`src/rtl/alarm_clock_controller_assert.svh`:
```
// ----------------------------------------------------------------------------
// Alarm clock controller assertion macros
// These are concurrent assertion wrappers that compile to nothing under synthesis.
// ----------------------------------------------------------------------------
`ifndef ALARM_CLOCK_CONTROLLER_ASSERT_SVH
`define ALARM_CLOCK_CONTROLLER_ASSERT_SVH

`ifndef SYNTHESIS

`define ACC_ASSERT_IMP(label, clk, rst_n, ante, cons) \
    label: assert property (@(posedge clk) disable iff (!(rst_n)) (ante) |-> (cons)) \
        else $error("assertion failed");

`define ACC_ASSERT_NXT(label, clk, rst_n, ante, cons) \
    label: assert property (@(posedge clk) disable iff (!(rst_n)) (ante) |=> (cons)) \
        else $error("assertion failed");

`else

`define ACC_ASSERT_IMP(label, clk, rst_n, ante, cons)

`define ACC_ASSERT_NXT(label, clk, rst_n, ante, cons)

`endif

`endif

```
`src/rtl/alclk_pkg.sv`:
```
// ----------------------------------------------------------------------------
// Alarm clock controller package
// This package holds the request and result types, the configuration type and the operation codes.
// ----------------------------------------------------------------------------
package alclk_pkg;

    localparam int RING_COUNTER_BITS_DEF = 16;

    localparam int CFG_INDEX_BITS = 4;
    localparam int CFG_DATA_BITS  = 16;

    localparam logic [CFG_INDEX_BITS-1:0] CFG_BLINK_PERIOD = 4'd0;
    localparam logic [CFG_INDEX_BITS-1:0] CFG_RING_LIMIT   = 4'd1;

    localparam logic [7:0]  BLINK_PERIOD_RST = 8'd200;
    localparam logic [15:0] RING_LIMIT_RST   = 16'd60000;

    localparam logic [2:0] OP_TICK       = 3'd0;
    localparam logic [2:0] OP_KEY        = 3'd1;
    localparam logic [2:0] OP_RTC_MATCH  = 3'd2;
    localparam logic [2:0] OP_ENTER_MENU = 3'd3;
    localparam logic [2:0] OP_TOGGLE_DAY = 3'd4;

    localparam logic [1:0] BTN_ONE   = 2'd0;
    localparam logic [1:0] BTN_TWO   = 2'd1;
    localparam logic [1:0] BTN_THREE = 2'd2;

    localparam logic [1:0] MENU_ENABLE = 2'd0;
    localparam logic [1:0] MENU_HOUR   = 2'd1;
    localparam logic [1:0] MENU_MINUTE = 2'd2;

    localparam logic [4:0] HOUR_MAX    = 5'd23;
    localparam logic [5:0] MINUTE_MAX  = 6'd59;
    localparam logic [2:0] DAY_MAX     = 3'd6;
    localparam logic [2:0] DAY_NONE    = 3'd7;
    localparam logic [2:0] DAY_MONDAY  = 3'd1;

    typedef struct packed {
        logic [2:0] opcode;
        logic [1:0] button;
        logic [2:0] weekday;
    } req_t;

    typedef struct packed {
        logic       ringing;
        logic       led_on;
        logic       alarm_on;
        logic [4:0] wake_hour;
        logic [5:0] alarm_minute;
        logic [6:0] day_mask;
        logic [1:0] menu_field;
        logic [2:0] selected_day;
        logic       save_request;
    } res_t;

    typedef struct packed {
        logic [7:0]  blink_period;
        logic [15:0] ring_limit;
    } cfg_t;

endpackage

```
`src/rtl/alclk_cfg_regs.sv`:
```
// ----------------------------------------------------------------------------
// Alarm clock configuration registers
// This module holds the blink period and the ring limit, written through the configuration port.
// ----------------------------------------------------------------------------
module alclk_cfg_regs (
    input  logic                                 aclk,
    input  logic                                 aresetn,
    input  logic                                 cfg_valid,
    output logic                                 cfg_ready,
    input  logic [alclk_pkg::CFG_INDEX_BITS-1:0] cfg_index,
    input  logic [alclk_pkg::CFG_DATA_BITS-1:0]  cfg_data,
    output alclk_pkg::cfg_t                      cfg
);

    alclk_pkg::cfg_t cfg_reg;

    assign cfg_ready = 1'b1;
    assign cfg       = cfg_reg;

    always_ff @(posedge aclk) begin
        if (!aresetn) begin
            cfg_reg.blink_period <= alclk_pkg::BLINK_PERIOD_RST;
            cfg_reg.ring_limit   <= alclk_pkg::RING_LIMIT_RST;
        end else if (cfg_valid) begin
            case (cfg_index)
                alclk_pkg::CFG_BLINK_PERIOD: begin
                    cfg_reg.blink_period <= cfg_data[7:0];
                end
                alclk_pkg::CFG_RING_LIMIT: begin
                    cfg_reg.ring_limit <= cfg_data[15:0];
                end
                default: begin
                end
            endcase
        end
    end

endmodule

```
`src/rtl/alclk_in_reg.sv`:
```
// ----------------------------------------------------------------------------
// Alarm clock input register
// This module registers one request and holds it until the core takes it.
// ----------------------------------------------------------------------------
module alclk_in_reg (
    input  logic            aclk,
    input  logic            aresetn,
    input  logic            s_valid,
    output logic            s_ready,
    input  alclk_pkg::req_t s_req,
    input  logic            take,
    output logic            in_vld,
    output alclk_pkg::req_t in_q
);

    logic            vld_reg;
    alclk_pkg::req_t req_reg;

    assign s_ready = !vld_reg || take;
    assign in_vld  = vld_reg;
    assign in_q    = req_reg;

    always_ff @(posedge aclk) begin
        if (!aresetn) begin
            vld_reg <= 1'b0;
        end else if (s_ready) begin
            vld_reg <= s_valid;
        end
    end

    always_ff @(posedge aclk) begin
        if (s_valid && s_ready) begin
            req_reg <= s_req;
        end
    end

endmodule

```
`src/rtl/alclk_core.sv`:
```
// ----------------------------------------------------------------------------
// Alarm clock core
// This module holds the alarm state and computes its update and the result for one request.
// ----------------------------------------------------------------------------
module alclk_core #(
    parameter int RING_COUNTER_BITS = alclk_pkg::RING_COUNTER_BITS_DEF
) (
    input  logic            aclk,
    input  logic            aresetn,
    input  alclk_pkg::cfg_t cfg,
    input  logic            fire,
    input  alclk_pkg::req_t item,
    output alclk_pkg::res_t res
);

    localparam int CMP_BITS = (RING_COUNTER_BITS > 16) ? RING_COUNTER_BITS : 16;

    logic                         alarm_on_reg, alarm_on_next;
    logic [4:0]                   hour_reg, hour_next;
    logic [5:0]                   minute_reg, minute_next;
    logic [6:0]                   day_bits_reg, day_bits_next;
    logic [1:0]                   menu_reg, menu_next;
    logic [2:0]                   chosen_day_reg, chosen_day_next;
    logic                         ring_flag_reg, ring_flag_next;
    logic [RING_COUNTER_BITS-1:0] ring_count_reg, ring_count_next;
    logic [7:0]                   blink_count_reg, blink_count_next;
    logic                         led_reg, led_next;
    logic                         save;

    logic                         ring_active;
    logic [7:0]                   blink_inc;
    logic [2:0]                   chosen_mod;
    logic [6:0]                   chosen_mask;
    logic [6:0]                   weekday_mask;

    assign ring_active  = ring_flag_reg &&
                          (CMP_BITS'(ring_count_reg) < CMP_BITS'(cfg.ring_limit));
    assign blink_inc    = blink_count_reg + 8'd1;
    assign chosen_mod   = (chosen_day_reg == alclk_pkg::DAY_NONE) ? 3'd0 : chosen_day_reg;
    assign chosen_mask  = 7'd1 << chosen_mod;
    assign weekday_mask = 7'd1 << item.weekday;

    always_comb begin
        alarm_on_next    = alarm_on_reg;
        hour_next        = hour_reg;
        minute_next      = minute_reg;
        day_bits_next    = day_bits_reg;
        menu_next        = menu_reg;
        chosen_day_next  = chosen_day_reg;
        ring_flag_next   = ring_flag_reg;
        ring_count_next  = ring_count_reg;
        blink_count_next = blink_count_reg;
        led_next         = led_reg;
        save             = 1'b0;
        case (item.opcode)
            alclk_pkg::OP_TICK: begin
                if (ring_active) begin
                    if (blink_inc >= cfg.blink_period) begin
                        blink_count_next = 8'd0;
                        led_next         = !led_reg;
                    end else begin
                        blink_count_next = blink_inc;
                    end
                    ring_count_next = ring_count_reg + 1'b1;
                end else begin
                    led_next         = 1'b0;
                    ring_flag_next   = 1'b0;
                    ring_count_next  = '0;
                    blink_count_next = 8'd0;
                end
            end
            alclk_pkg::OP_KEY: begin
                if (ring_flag_reg && item.button == alclk_pkg::BTN_ONE) begin
                    ring_flag_next = 1'b0;
                    led_next       = 1'b0;
                end else if (item.button == alclk_pkg::BTN_THREE) begin
                    menu_next = menu_reg + 2'd1;
                end else begin
                    case (menu_reg)
                        alclk_pkg::MENU_ENABLE: begin
                            if (item.button == alclk_pkg::BTN_TWO) begin
                                alarm_on_next = !alarm_on_reg;
                                save          = 1'b1;
                            end
                        end
                        alclk_pkg::MENU_HOUR: begin
                            if (item.button == alclk_pkg::BTN_TWO) begin
                                hour_next = (hour_reg >= alclk_pkg::HOUR_MAX) ? 5'd0
                                                                              : hour_reg + 5'd1;
                                save      = 1'b1;
                            end
                        end
                        alclk_pkg::MENU_MINUTE: begin
                            if (item.button == alclk_pkg::BTN_TWO) begin
                                minute_next = (minute_reg >= alclk_pkg::MINUTE_MAX) ? 6'd0
                                                                : minute_reg + 6'd1;
                                save        = 1'b1;
                            end
                        end
                        default: begin
                            if (item.button == alclk_pkg::BTN_ONE) begin
                                chosen_day_next = (chosen_day_reg >= alclk_pkg::DAY_MAX) ? 3'd0
                                                                : chosen_day_reg + 3'd1;
                            end else if (item.button == alclk_pkg::BTN_TWO) begin
                                day_bits_next = day_bits_reg ^ chosen_mask;
                                save          = 1'b1;
                            end
                        end
                    endcase
                end
            end
            alclk_pkg::OP_RTC_MATCH: begin
                ring_flag_next = alarm_on_reg && (|(day_bits_reg & weekday_mask));
            end
            alclk_pkg::OP_ENTER_MENU: begin
                menu_next       = alclk_pkg::MENU_ENABLE;
                chosen_day_next = alclk_pkg::DAY_MONDAY;
            end
            alclk_pkg::OP_TOGGLE_DAY: begin
                day_bits_next = day_bits_reg ^ weekday_mask;
            end
            default: begin
            end
        endcase
    end

    always_comb begin
        res.ringing      = ring_flag_next;
        res.led_on       = led_next;
        res.alarm_on     = alarm_on_next;
        res.wake_hour    = hour_next;
        res.alarm_minute = minute_next;
        res.day_mask     = day_bits_next;
        res.menu_field   = menu_next;
        res.selected_day = chosen_day_next;
        res.save_request = save;
    end

    always_ff @(posedge aclk) begin
        if (!aresetn) begin
            alarm_on_reg    <= 1'b0;
            hour_reg        <= 5'd0;
            minute_reg      <= 6'd0;
            day_bits_reg    <= 7'd0;
            menu_reg        <= alclk_pkg::MENU_ENABLE;
            chosen_day_reg  <= alclk_pkg::DAY_MONDAY;
            ring_flag_reg   <= 1'b0;
            ring_count_reg  <= '0;
            blink_count_reg <= 8'd0;
            led_reg         <= 1'b0;
        end else if (fire) begin
            alarm_on_reg    <= alarm_on_next;
            hour_reg        <= hour_next;
            minute_reg      <= minute_next;
            day_bits_reg    <= day_bits_next;
            menu_reg        <= menu_next;
            chosen_day_reg  <= chosen_day_next;
            ring_flag_reg   <= ring_flag_next;
            ring_count_reg  <= ring_count_next;
            blink_count_reg <= blink_count_next;
            led_reg         <= led_next;
        end
    end

endmodule

```
`src/rtl/alclk_out_reg.sv`:
```
// ----------------------------------------------------------------------------
// Alarm clock result register
// This module holds one result until the downstream side takes it.
// ----------------------------------------------------------------------------
module alclk_out_reg (
    input  logic            aclk,
    input  logic            aresetn,
    input  logic            fire,
    input  alclk_pkg::res_t res,
    output logic            take,
    output logic            m_valid,
    input  logic            m_ready,
    output alclk_pkg::res_t m_res
);

    logic            vld_reg;
    alclk_pkg::res_t res_reg;

    assign take    = !vld_reg || m_ready;
    assign m_valid = vld_reg;
    assign m_res   = res_reg;

    always_ff @(posedge aclk) begin
        if (!aresetn) begin
            vld_reg <= 1'b0;
        end else if (take) begin
            vld_reg <= fire;
        end
    end

    always_ff @(posedge aclk) begin
        if (fire) begin
            res_reg <= res;
        end
    end

endmodule

```
`src/rtl/alarm_clock_controller.sv`:
```
// ----------------------------------------------------------------------------
// Alarm clock controller
// This block keeps the alarm settings, the menu and the ringing state, and answers every request
// with one result that shows the state after that request.
//
//   Channel   Ports                          Direction  Content
//   request   s_valid s_ready s_req          in         opcode, button, weekday
//   result    m_valid m_ready m_res          out        state after the request
//   config    cfg_valid cfg_ready cfg_index  in         blink period, ring limit
//             cfg_data
//
// A request waits in the input register until the core takes it; its result then goes to the
// result register. Both registers advance together, so one request is taken in every cycle while
// m_ready is high. The configuration port is always ready. Reset is synchronous and active low
// and resets the valid flags, the configuration and the core state. When m_ready is low, the
// result register holds, and the input register takes one more request before s_ready falls.
// ----------------------------------------------------------------------------
`include "alarm_clock_controller_assert.svh"

module alarm_clock_controller #(
    parameter int RING_COUNTER_BITS = alclk_pkg::RING_COUNTER_BITS_DEF
) (
    input  logic                                 aclk,
    input  logic                                 aresetn,
    input  logic                                 s_valid,
    output logic                                 s_ready,
    input  alclk_pkg::req_t                      s_req,
    output logic                                 m_valid,
    input  logic                                 m_ready,
    output alclk_pkg::res_t                      m_res,
    input  logic                                 cfg_valid,
    output logic                                 cfg_ready,
    input  logic [alclk_pkg::CFG_INDEX_BITS-1:0] cfg_index,
    input  logic [alclk_pkg::CFG_DATA_BITS-1:0]  cfg_data
);

    alclk_pkg::cfg_t cfg;
    alclk_pkg::req_t in_q;
    alclk_pkg::res_t res;
    logic            in_vld;
    logic            take;
    logic            fire;

    assign fire = in_vld && take;

    alclk_cfg_regs u_cfg (
        .aclk      (aclk),
        .aresetn   (aresetn),
        .cfg_valid (cfg_valid),
        .cfg_ready (cfg_ready),
        .cfg_index (cfg_index),
        .cfg_data  (cfg_data),
        .cfg       (cfg)
    );

    alclk_in_reg u_in (
        .aclk    (aclk),
        .aresetn (aresetn),
        .s_valid (s_valid),
        .s_ready (s_ready),
        .s_req   (s_req),
        .take    (take),
        .in_vld  (in_vld),
        .in_q    (in_q)
    );

    alclk_core #(
        .RING_COUNTER_BITS (RING_COUNTER_BITS)
    ) u_core (
        .aclk    (aclk),
        .aresetn (aresetn),
        .cfg     (cfg),
        .fire    (fire),
        .item    (in_q),
        .res     (res)
    );

    alclk_out_reg u_out (
        .aclk    (aclk),
        .aresetn (aresetn),
        .fire    (fire),
        .res     (res),
        .take    (take),
        .m_valid (m_valid),
        .m_ready (m_ready),
        .m_res   (m_res)
    );

    `ACC_ASSERT_NXT(a_fire_loads_result, aclk, aresetn, fire, m_valid)
    `ACC_ASSERT_NXT(a_stalled_request_holds, aclk, aresetn, in_vld && !fire, in_vld && $stable(in_q))
    `ACC_ASSERT_IMP(a_full_blocks_request, aclk, aresetn, in_vld && m_valid && !m_ready, !s_ready)

endmodule
```
`config.mk`:
```
export PLATFORM = sky130hd
export DESIGN_NAME = alarm_clock_controller
export DESIGN_NICKNAME = d
export VERILOG_FILES = /design/src/rtl/alclk_pkg.sv /design/src/rtl/alclk_cfg_regs.sv /design/src/rtl/alclk_in_reg.sv /design/src/rtl/alclk_core.sv /design/src/rtl/alclk_out_reg.sv /design/src/rtl/alarm_clock_controller.sv
export VERILOG_INCLUDE_DIRS = /design/src /design/src/rtl
export SDC_FILE = /design/constraint.sdc
export NUM_CORES = 1
export LEC_CHECK = 0
export BUFFER_PORTS_ARGS = -buffer_cell sky130_fd_sc_hd__buf_2
export CORE_MARGIN = 8
export CORE_UTILIZATION = 30
export DETAILED_ROUTE_END_ITERATION = 8
export PLACE_DENSITY = 0.46
export SLEW_MARGIN = 20
export SYNTH_ARGS = -nofsm -noshare
export SYNTH_HDL_FRONTEND = slang
export SYNTH_HIERARCHICAL = 1
export SYNTH_SLANG_ARGS = --single-unit
```
`constraint.sdc`:
```
create_clock -name aclk -period 6.21 [get_ports aclk]
set_input_delay 0.9315 -clock aclk [delete_from_list [all_inputs] [get_ports aclk]]
set_output_delay 0.9315 -clock aclk [all_outputs]
set_load 0.05 [all_outputs]
```
==> results.toml, run 1 <==
[clocking]
cts_sinks = 111
clk_pin_slew_ps = 80
cts_root_buf = "clkbuf_16"
clk_latency_ps = 360
clock_path_buffers = 2
numCtsBuffers = 9
cts_hold_buf = 0
cts_resized = 0
cts_tree = "done"
post_cts_buffers = 0
htreeDepth = 3

[worst_setup_path]
path_buf_inv = 0
critPathCapture = "u_out/m_res[25]$_DFFE_PP_"
crit_family = "compound AO/OA/AOI/OAI gates"
arrival_ps = 2960
r2r_setup_slack_ps = 3480
max_stage_delay_ps = 420
crit_chain = "ha_1 -> nand3_1 -> nor2_1 -> xor2_1 -> ha_1 -> o21a_1 -> a21oi_1 -> o21ai_0 -> or2_2 -> a21oi_1 -> a21o_1"
critPathKind = "reg2reg"
cp.required_ps = 6450
r2r_start = "u_core/blink_count_reg[0]$_SDFFE_PN0P_"
crit_start = "u_core/blink_count_reg[0]$_SDFFE_PN0P_"
cp.depth = 11
reg2reg_to = "u_out/m_res[25]$_DFFE_PP_"
path_max_fanout = 6
reg2reg_depth = 11
critPathCaptureType = "flip-flop"
start_kind = "flip-flop"
cp_slowest_cell = "dfxtp_1"

[floorplan]
rows = 51
die_area_um2 = 24430
dieWidth_um = 156.3
core_um2 = 19400
die_h_um = 156.3
pin_count = 63
initial_utilization_pct = 30.44

[pwr]
power_leakage_nw = 2.924
power_mw = 1.501
power_frac_comb_pct = 9.1
seq_power_share_pct = 52.5
p_switching_mw = 0.4013
clock_power_share_pct = 38.4
power.internal_mw = 1.100
swShare_pct = 26.73
ir_worst_vdd_mv = 0.1300
p_per_area_nw_per_um2 = 223.9

[sta]
max_freq_mhz = 366.7
worst_pin_slew_ps = 655.5
finClkSkew_ps = 13.39
setup_violations = 0
slew_headroom_pct = 55.17
setup_tns_ps = 0
slew_violations = 0
post-route-min-period_ps = 2727
rsz0062_at_grt = "false"
timing.final.crit_share_pct = 43.91
finalHoldViolations = 0

[routing]
vias = 4513
viasPerCell = 4.801
dr.pass1.iters = 4
drtIter0Drc = 245
drc = 0
routedWlPerCell_um = 14.37
wirelength_um = 13510
drtAntennaViolNets = 0

[synthesis]
ys_ff_latch = 111
synth_edf_count = 35
avgSynthCellArea_um2 = 9.479
synth_cell_types = 66
ys_warn_count = 6
synthFlopType = "dfxtp_1"
synth_top_area_share_pct = 25.76
seq_area_frac_synth_pct = 43.56
netlist_area_um2 = 5906
synthTopCellsByArea = "dfxtp_1 (26%), edfxtp_1 (18%), ha_1 (8.9%)"
synth_nets = 698
netlist_instances = 623
synthArstFlopShare_pct = 0
synth_top_area_cell = "dfxtp_1"

[hold_path]
min_path_cells = 2
hold_path.class = "reg2reg"

[finish]
syn2layout_area_growth_pct = 13.56
fill_cells = 2024
seq_area_um2 = 2572
diodes = 0
mostFrequentLayoutCell = "nand2_1"
multi_input_area_um2 = 3018
nets = 745
final_layout_size_suffix_gt1_share_pct = 16.74
largest_register_ffs = 27
layout_common_cells = "nand2_1 (78), dfxtp_1 (76), buf_2 (61)"

[job]
maxCapViolCount = 0

[place]
gp_congestion = 0.8009
portBuffers = 61
place_hpwl_um = 10060

[grt]
grt_usage_pct = 11.22
grtUsageMet1_pct = 13.26
grt_pass1_vias = 4514
grt_busiest_layer = "met2"
grt_pass1_wl_um = 22090
grt_max_degree = 61
met2_usage_pct = 19.21
use_met3_pct = 2.951
antenna_found_initial = 0
grt_overflow_total = 0

[status]
status = "completed"
-- power by group through the flow --
stage	clock network (mW)	registers [mW]	logic, mW
6_report	0.576	0.789	0.137
5_1_grt	0.625	0.793	0.150
4_1_cts	0.600	0.789	0.139
3_5_place_dp	0	0.806	0.138
3_3_place_gp	0	0.806	0.136
2_1_floorplan	0	0.831	0.0712
-- synthesized netlist by cell type, drive strengths merged (7+ instances only) --
cell and number:
nand2 78, dfxtp 76, ha 42, inv 42
nor2 39, edfxtp 35, o21ai 35, a21oi 28
nand3 22, mux2i 18, clkbuf 15, xor2 14
buf 13, nand2b 12, nand4 12, a21o 10
o211ai 9, or2 9, nor3 8, o211a 8
xnor2 7
-- worst reg2reg max path, cell delays in order (launching register included) --
cell,delay [ps]
dfxtp_1,420
ha_1,220
nand3_1,120
nor2_1,160
xor2_1,250
ha_1,290
o21a_1,170
a21oi_1,170
o21ai_0,190
or2_2,350
a21oi_1,160
a21o_1,120
-- per-layer routing --
layer	share of wire [%]	vias to the layer above	wire length (um)
li1	-	2293	-
met1	46	2130	6276
met2	48	76	6440
met3	4.2	14	569
met4	1.7	0	224
met5	0	-	0
-- kinds of logic (layout without fill, tap and decap cells) --
family	after synthesis	after routing	synth area share [%]
other cells	1	1	0.06350
simple gates	227	227	20.78
buf+inv	71	123	5.360
xor+xnor	21	21	3.114
fa+ha+maj	42	42	8.898
flops	111	111	43.56
mux	19	19	3.241
compound gates	131	131	14.98
-- worst min-delay path by stage --
stage	end	from
floorplan	u_core/blink_count_reg[7]$_SDFFE_PN0P_	u_core/blink_count_reg[7]$_SDFFE_PN0P_
global placement	u_core/blink_count_reg[7]$_SDFFE_PN0P_	u_core/blink_count_reg[7]$_SDFFE_PN0P_
detailed placement	u_cfg/cfg[4]$_SDFFE_PN0P_	u_cfg/cfg[4]$_SDFFE_PN0P_
CTS	u_core/blink_count_reg[7]$_SDFFE_PN0P_	u_core/blink_count_reg[7]$_SDFFE_PN0P_
global route	u_cfg/cfg[4]$_SDFFE_PN0P_	u_cfg/cfg[4]$_SDFFE_PN0P_
finish	u_cfg/cfg[12]$_SDFFE_PN0P_	u_cfg/cfg[12]$_SDFFE_PN0P_
-- per-stage QoR --
stage               hold slack [ps]  cells  utilization (%)  instance area, um2  setup slack [ps]
floorplan                     434.2    623                -                5906              2736
global placement              444.5    924            33.05                6411              3123
detailed placement            447.6    924            33.05                6411              3072
CTS                           462.1    940            34.57                6706              3455
global route                  466.5    940            34.57                6706              3184
finish                        460.0    940            34.57                6706              3483
-- cell type report --
| cell class | instances | area share [%] |
|---|---|---|
| Clock buffer | 9 | 3.358 |
| Timing Repair Buffer | 64 | 4.888 |
| Tap cell | 265 | 4.944 |
| Inverter | 43 | 2.407 |
| Sequential cell | 111 | 38.36 |
| Multi-Input combinational cell | 441 | 45.00 |
| Clock inverter | 7 | 1.045 |
(Power assumes the default switching activity.)
==> run 2, diff against run 1 <==
- PLACE_DENSITY: 0.46 -> 0.48
- clock period: 6.21 -> 2.3 ns (I/O delays scaled with it)
==> run 2 against run 1 <==
Net effect: the flow now finishes with violations (negative setup slack); sequential share of layout area down 1.3 points; via count up 1.3%; utilization up 1.3 points; worst hold slack worse by 300 ps; critical path depth up 1; sequential cell count unchanged; cell count up 2.3%; register-to-register slack worse by 3500 ps; sequential power rose to 2.7 times the previous value; clock power rose to 2.6 times the previous value; non-clock buffer count up 22; global-route usage up 0.45 points; critical path type unchanged; largest cell class unchanged.
==> results.toml, run 2 (synthesis gave the netlist of run 1 again) <==
[grt]
grt_max_degree = 62
grt_overflow_total = 0
grt_pass1_wl_um = 22940
grt_pass1_vias = 4645
grt_usage_pct = 11.67
antenna_found_initial = 0

[clocking]
cts_tree = "done"
clk_latency_ps = 360
cts_hold_buf = 0
htreeDepth = 3
cts_root_buf = "clkbuf_16"
clk_pin_slew_ps = 80
clock_path_buffers = 2
numCtsBuffers = 9
cts_sinks = 111

[floorplan]
die_h_um = 156.3
die_area_um2 = 24430
initial_utilization_pct = 30.44
dieWidth_um = 156.3
pin_count = 63
core_um2 = 19400
rows = 51

[sta]
timing.final.crit_share_pct = 102.1
finClkSkew_ps = 9.726
setup_violations = 9
setup_tns_ps = -211.4
slew_headroom_pct = 59.29
max_freq_mhz = 425.6
rsz0062_at_grt = "true"
slew_violations = 0
finalHoldViolations = 0
fin_ws_ps = -49.39
post-route-min-period_ps = 2349
worst_pin_slew_ps = 610.6

[finish]
final_layout_size_suffix_gt1_share_pct = 21.66
fin_cells = 962
largest_register_ffs = 27
post-route-util_pct = 35.89
diodes = 0
stdcell_area_um2 = 6963
syn2layout_area_growth_pct = 17.90
layout_common_cells = "nand2_1 (77), dfxtp_1 (72), buf_2 (61)"
nets = 767
mostFrequentLayoutCell = "nand2_1"

[pwr]
power.internal_mw = 2.961
p_switching_mw = 1.059
clock_power_share_pct = 37.5
power_leakage_nw = 3.043
power_frac_comb_pct = 9.6
seq_power_share_pct = 52.9
p_per_area_nw_per_um2 = 577.4
swShare_pct = 26.35
ir_worst_vdd_mv = 0.3335

[place]
place_hpwl_um = 10500
gp_congestion = 0.8122
pre_cts_slack_ps = -173.6
portBuffers = 61
placed_area_um2 = 6573
place_inst = 941

[worst_setup_path]
cp.required_ps = 2590
arrival_ps = 2640
start_kind = "flip-flop"
critPathCaptureType = "flip-flop"
path_max_fanout = 8
critPathKind = "reg2reg"

[routing]
viasPerCell = 4.752
routedWlPerCell_um = 14.54
dr.pass1.iters = 4
drtAntennaViolNets = 0
vias = 4571
drc = 0
wirelength_um = 13990
drtIter0Drc = 166

[hold_path]
hold_path.class = "in2reg"

[status]
status = "complete, but fails checks"
failed_checks = "negative setup slack"

[job]
maxCapViolCount = 0
==> run 2: changes by cell type in the layout (fill, tap and decap cells not counted), sizes merged <==
cell / change
buf: +22
clkinv: +2
inv: -2
==> run 2: repair_timing <==
item,CTS,global route
setup buffers,3,2
setup endpoints to repair,10,10
gates resized for setup,6,11
pin swaps,4,6
==> run 2: path summary, 6_finish.rpt <==
kind	slack (ps)	cells past startpoint	end	startpoint
worst max-delay path	-50	12	u_core/blink_count_reg[2]$_SDFFE_PN0P_	u_core/blink_count_reg[1]$_SDFFE_PN0P_
worst min-delay path	160	1	u_in/in_q[3]$_DFFE_PP_	s_req[3]
worst max register to register	-50	12	u_core/blink_count_reg[2]$_SDFFE_PN0P_	u_core/blink_count_reg[1]$_SDFFE_PN0P_
worst min register to register	460	2	u_cfg/cfg[21]$_SDFFE_PN0P_	u_cfg/cfg[21]$_SDFFE_PN0P_
==> run 2: layout make-up <==
| cell class | instances | area, um2 |
|---|---|---|
| clock buffers | 9 | 225.2 |
| clock inverters | 7 | 56.30 |
| fillers | 1998 | 12440 |
| inverters | 43 | 161.4 |
| multi-input cells | 441 | 3097 |
| flip-flops and latches | 111 | 2582 |
| well taps | 265 | 331.6 |
| repair buffers | 86 | 509.2 |
==> run 2: metrics by stage <==
step	power, mW	hold slack [ps]
final	4.021	157.9
after detailed placement	2.565	453.1
after global placement	2.557	445.8
after floorplan	2.435	434.2
after global routing	4.209	142.5
after CTS	4.099	141.8
==> run 2: worst max-delay path: stages (launching register included) <==
cell	delay [ps]
dfxtp_4	370
and3_4	190
nand3_4	80
or2_4	280
nand2_4	70
ha_4	190
a211o_1	300
a21oi_2	170
o211a_1	160
nand4_1	110
buf_6	170
a21oi_2	110
a21o_1	100
==> run 2: power by group through the flow <==
stage               Clock [mW]  Combinational (mW)  Sequential, mW
floorplan                    0               0.193            2.24
global placement             0               0.386            2.17
global route              1.65               0.426            2.14
finish                    1.51               0.388            2.13
CTS                       1.58               0.394            2.13
detailed placement           0               0.392            2.17
==> run 2: metal layers <==
layer	global-route usage, %	vias to the layer above	share of wire [%]
met1	13.67	2150	45
met5	0	-	0
met3	2.785	18	3.5
met4	3.753	0	1.5
li1	-	2339	-
met2	20.55	64	50
